===== config.mk =====
export PLATFORM = sky130hd
export DESIGN_NAME = bmd_div
export DESIGN_NICKNAME = d
export VERILOG_FILES = /design/src/hdl/bmd_div.sv
export SDC_FILE = /design/constraint.sdc
export NUM_CORES = 1
export LEC_CHECK = 0
export ABC_CLOCK_PERIOD_IN_PS = 6300
export BUFFER_PORTS_ARGS = -buffer_cell sky130_fd_sc_hd__buf_2
export CAP_MARGIN = 5
export CORE_ASPECT_RATIO = 1.1
export CORE_MARGIN = 2
export CORE_UTILIZATION = 61
export CTS_CLUSTER_DIAMETER = 150
export DETAILED_ROUTE_END_ITERATION = 8
export PLACE_DENSITY = 0.94
export SYNTH_ARGS = -nofsm -noshare
export SYNTH_HDL_FRONTEND = slang
export SYNTH_SLANG_ARGS = --single-unit

===== constraint.sdc =====
create_clock -name clk_i -period 6.3 [get_ports clk_i]
set_input_delay 0.63 -clock clk_i [delete_from_list [all_inputs] [get_ports clk_i]]
set_output_delay 0.63 -clock clk_i [all_outputs]
set_load 0.01 [all_outputs]

===== src/hdl/bmd_div.sv =====
// Iterative signed-by-unsigned divider, one quotient bit per cycle.
// Truncates toward zero. No dependencies.
module bmd_div #(
  parameter int unsigned SW = 41,
  parameter int unsigned CW = 9
) (
  input  logic                 clk_i,
  input  logic                 rst_ni,
  input  logic                 start_i,
  input  logic signed [SW-1:0] dividend_i,
  input  logic [CW-1:0]        divisor_i,
  output logic                 done_o,
  output logic signed [SW-1:0] quotient_o
);

  localparam int unsigned SC_W = $clog2(SW + 1);

  logic            busy_q;
  logic [SC_W-1:0] step_q;
  logic [SW-1:0]   num_q;
  logic [CW-1:0]   rem_q;
  logic [CW-1:0]   den_q;
  logic            neg_q;
  logic            done_q;
  logic [CW:0]     trial;
  logic            qbit;
  logic [CW:0]     diff;

  always_comb begin
    trial = {rem_q, num_q[SW-1]};
    diff  = trial - {1'b0, den_q};
    qbit  = (trial >= {1'b0, den_q});
  end

  always_ff @(posedge clk_i or negedge rst_ni) begin
    if (!rst_ni) begin
      busy_q <= 1'b0;
      done_q <= 1'b0;
      step_q <= '0;
    end else begin
      done_q <= 1'b0;
      if (start_i) begin
        busy_q <= 1'b1;
        step_q <= '0;
      end else if (busy_q) begin
        step_q <= step_q + SC_W'(1);
        if (step_q == SC_W'(SW - 1)) begin
          busy_q <= 1'b0;
          done_q <= 1'b1;
        end
      end
    end
  end

  always_ff @(posedge clk_i) begin
    if (start_i) begin
      num_q <= dividend_i[SW-1] ? SW'(-dividend_i) : dividend_i;
      neg_q <= dividend_i[SW-1];
      den_q <= divisor_i;
      rem_q <= '0;
    end else if (busy_q) begin
      num_q <= {num_q[SW-2:0], qbit};
      rem_q <= qbit ? diff[CW-1:0] : trial[CW-1:0];
    end
  end

  assign done_o     = done_q;
  assign quotient_o = neg_q ? -$signed(num_q) : $signed(num_q);

endmodule


# After elaboration in Yosys (flattened, before gate mapping)
# Index checks and enable logic that the tools add are counted.
# Widths: inputs -> output; s select.
word_totals:
  reg_bits: 68
  input_bits: 53
  output_inout_bits: 42
classes:
  addsub: 4
  order_cmp: 1
  eq_ne: 1
  muxes: 13
  n_reduce_logical: 1
op_table:
  columns: ["operator", "count"]
  rows:
  - ["$mux 41", 4]
  - ["$neg 41->41", 2]
  - ["$mux 6", 2]
  - ["$ge 10x9->1", 1]
  - ["$mux 9", 1]
  - ["$sub 9x9->9", 1]
  - ["$add 6x1->6 const B", 1]
  - ["$eq 6x6->1 const B", 1]
  - ["$mux 1", 6]
  - ["$reduce_bool 2->1", 1]

# Depth between registers and ports, before layout
depth:
  ltp_word: 4
  ltp_mapped: 10

# Least setup slack after synthesis
# Ideal clock, no wire load.
synth_timing:
  kind: "register to output"
  startpoint: "register num_q[14]"
  endpoint: "output quotient_o[35]"
  t_arrival_ps: 2113
  t_required_ps: 5670
  slack_ps: 3557
  stages_incl_launch_ff: 6
  path_buffers: 0
  cell_sequence: "edfxtp_1 or4_1 nor3_1 nand4_1 o41ai_2 xnor2_1"
synth_via:
  elab_chain_cells: 2
synth_lines:
  columns: ["item", "line_no", "source"]
  rows:
  - ["start, declared", "20", "logic [SW-1:0] num_q;"]
  - ["start signal, assigned", "57", "num_q <= dividend_i[SW-1] ? SW'(-dividend_i) : dividend_i;"]
  - ["start signal, assigned", "62", "num_q <= {num_q[SW-2:0], qbit};"]
  - ["$neg 41->41", "68", "assign quotient_o = neg_q ? -$signed(num_q) : $signed(num_q);"]
  - ["$mux 41", "68", null]
  - ["end, declared", "13", "output logic signed [SW-1:0] quotient_o"]
# Every way passes these cells.

# Worst setup path after layout
layout_timing:
  startpoint: "register num_q[4]"
  endpoint: "output quotient_o[35]"
# Same word-level chain as after synthesis.

==> impl_metrics.py <==
metrics = {
    "yosys": {
        "async_flop_share": 0.118,
        "yosys.area.top_type": "edfxtp_1",
        "ys_types": 55,
        "synth.area.top_cells": "edfxtp_1 30%, xnor2_1 7.5%, xor2_1 6.6%",
        "ys_warn_count": 0,
        "syn_nets": 625,
        "synth_top_flop_cell": "edfxtp_1",
        "syn_avg_cell_area_um2": 9.24,
        "synth_top_area_frac": 0.297,
        "synthCells": 558,
        "ys_ff_latch": 68,
        "yosysSeqAreaShare": 0.371,
        "synth_edf_count": 51,
        "syn_area_um2": 5160,
    },
    "routing": {
        "vias": 4687,
        "wl_um": 12800,
        "wl_per_cell_um": 17.1,
        "drt_first_pass_iters": 5,
        "drc": 0,
        "drt_iter0_markers": 456,
        "ant_nets": 0,
        "vias_per_cell": 6.27,
    },
    "sta": {
        "worstMarginPinSlew_ns": 1.34,
        "slew_violations": 0,
        "min_period_ns": 3.90,
        "fin_crit_sh": 0.620,
        "max-slew-margin-rel": 0.107,
        "rsz0062_at_grt": "no",
        "hold_viol_final": 0,
        "skew_ns": 0.0149,
        "finalSetupViolCount": 0,
        "whs_ns": 0.100,
        "fin_setup_tns_ns": 0,
        "fmax_mhz": 256,
        "fin_ws_ns": 2.40,
    },
    "floorplanning": {
        "core.rowCount": 35,
        "fp.dieW_um": 91.7,
        "core_area_um2": 8280,
        "start_util": 0.623,
        "die_height_um": 100,
        "die-area_um2": 9210,
        "ios": 95,
    },
    "clock_network": {
        "clockBufferDepth": 2,
        "clk_latency_ns": 0.36,
        "tritoncts": "done",
        "ctsResizeCount": 0,
        "postCtsSetupBuffers": 0,
        "cts.sinks": 68,
        "path_clk_slew_ns": 0.07,
        "root_buffer": "clkbuf_8",
        "hold_buffers": 0,
        "numCtsBuffers": 9,
        "cts_max_level": 3,
    },
    "grt": {
        "antenna_found_initial": 1,
        "grt_max_degree": 81,
        "grt_pass1_wl_um": 20500,
        "first_global_vias": 4459,
        "busiest_layer": "met2",
        "gr-total-overflow": 0,
        "grtUsageMet2": 0.494,
        "grt_use_met3": 0.0631,
        "grt_use_total": 0.278,
        "use_met1": 0.324,
    },
    "final_layout": {
        "final_common_cell": "buf_2",
        "drive_above_1_share": 0.217,
        "area_delta_synth_final_pct": 13.1,
        "finalCoreUtilization": 0.705,
        "fin_nets": 698,
        "diodes": 0,
        "postLayoutCellArea_um2": 5840,
        "n_fill_cell": 595,
        "final_cell_mix": "93 x buf_2, 73 x nor2_1, 51 x edfxtp_1",
        "final_cells": 747,
    },
    "setup_path": {
        "cp_data_arrival_time_ns": 3.27,
        "crit_path_start_kind": "flop",
        "criticalPathCategory": "flop to output port",
        "critPathRequiredTime_ns": 5.67,
        "path_max_fanout": 6,
        "worstSetupEndpointType": "output port",
    },
    "pwr": {
        "power.density_nw_per_um2": 277,
        "power_mw": 1.62,
        "ir_drop_uv": 188,
        "leakage_nw": 2.28,
    },
    "place": {
        "dp_hpwl_um": 8960,
        "globalplace.congestion": 0.932,
        "dp_slack_ns": 2.87,
        "dp_cells": 731,
        "place_area_um2": 5610,
        "portBuffers": 94,
    },
    "run_status": {
        "outcome": "finished clean",
    },
    "hold_path": {
        "min_path_type": "primary input to async pin",
    },
    "job": {
        "drv_cap": 0,
    },
}
==> layer usage <==
metal  wire, µm  vias to the layer above  share of wire
li1           -                     2206              -
met1       4990                     2183           0.39
met2       6470                      265           0.51
met3       1040                       33          0.081
met4        294                        0          0.023
met5          0                        -              0
==> synthesized netlist by cell type (13+ instances only) <==
| cell type | n |
|---|---|
| o41ai_1 | 15 |
| o31ai_1 | 22 |
| clkbuf_1 | 22 |
| a21oi_1 | 45 |
| nor2_1 | 73 |
| ha_1 | 13 |
| inv_1 | 20 |
| edfxtp_1 | 51 |
| o21ai_0 | 24 |
| xor2_1 | 39 |
| xnor2_1 | 44 |
| nand2_1 | 28 |
==> flip-flops by register name (all words and copies together) (netlist names) <==
register / flops
step_q: 6
den_q: 9
neg_q: 1
num_q: 41
rem_q: 9
busy_q: 1
done_o: 1
==> layout make-up <==
cell class	instances	area (µm²)	area share
Sequential cell	68	1910	0.328
Inverter	20	75.1	0.0129
Timing Repair Buffer	96	488	0.0836
Clock inverter	3	22.5	0.00386
Tap cell	111	139	0.0238
Clock buffer	13	201	0.0345
Multi-Input combinational cell	436	3000	0.514
==> worst paths after layout <==
check                      slack (ns)    startpoint             end  cells past startpoint
max in group asynchronous        6.04        rst_ni       step_q[0]                      1
min                              0.10        rst_ni          done_o                      1
min reg2reg                      0.54      rem_q[6]        rem_q[6]                      2
max                              2.40      num_q[4]  quotient_o[35]                      6
min in group clk_i               0.45  divisor_i[5]        den_q[5]                      1
max reg2reg                      2.86     num_q[40]        rem_q[1]                      9
==> worst max-delay path, cell delays in order, from the launching register on <==
cell and delay [ns]:
edfxtp_1 0.44, or3_1 0.47, nor4_1 0.68, nand4_1 0.55, o41ai_2 0.48, xnor2_1 0.15
buf_2 0.15
==> cells by family after synthesis <==
group | after synthesis | synth area share
AO/OA/AOI/OAI | 142 | 0.205
XOR/XNOR | 83 | 0.141
adder cells (fa/ha/maj) | 14 | 0.0354
buffers and inverters | 54 | 0.0480
flip-flops | 68 | 0.371
multiplexers | 6 | 0.0116
AND/OR/NAND/NOR | 191 | 0.189
==> report_power, final <==
| group | total [mW] | switching (mW) | internal, mW |
|---|---|---|---|
| combinational | 0.581 | 0.319 | 0.262 |
| sequential | 0.648 | 0.0871 | 0.561 |
| clock | 0.389 | 0.175 | 0.214 |
| total | 1.62 | 0.581 | 1.04 |
No activity file was read; power rests on OpenSTA's default activity.
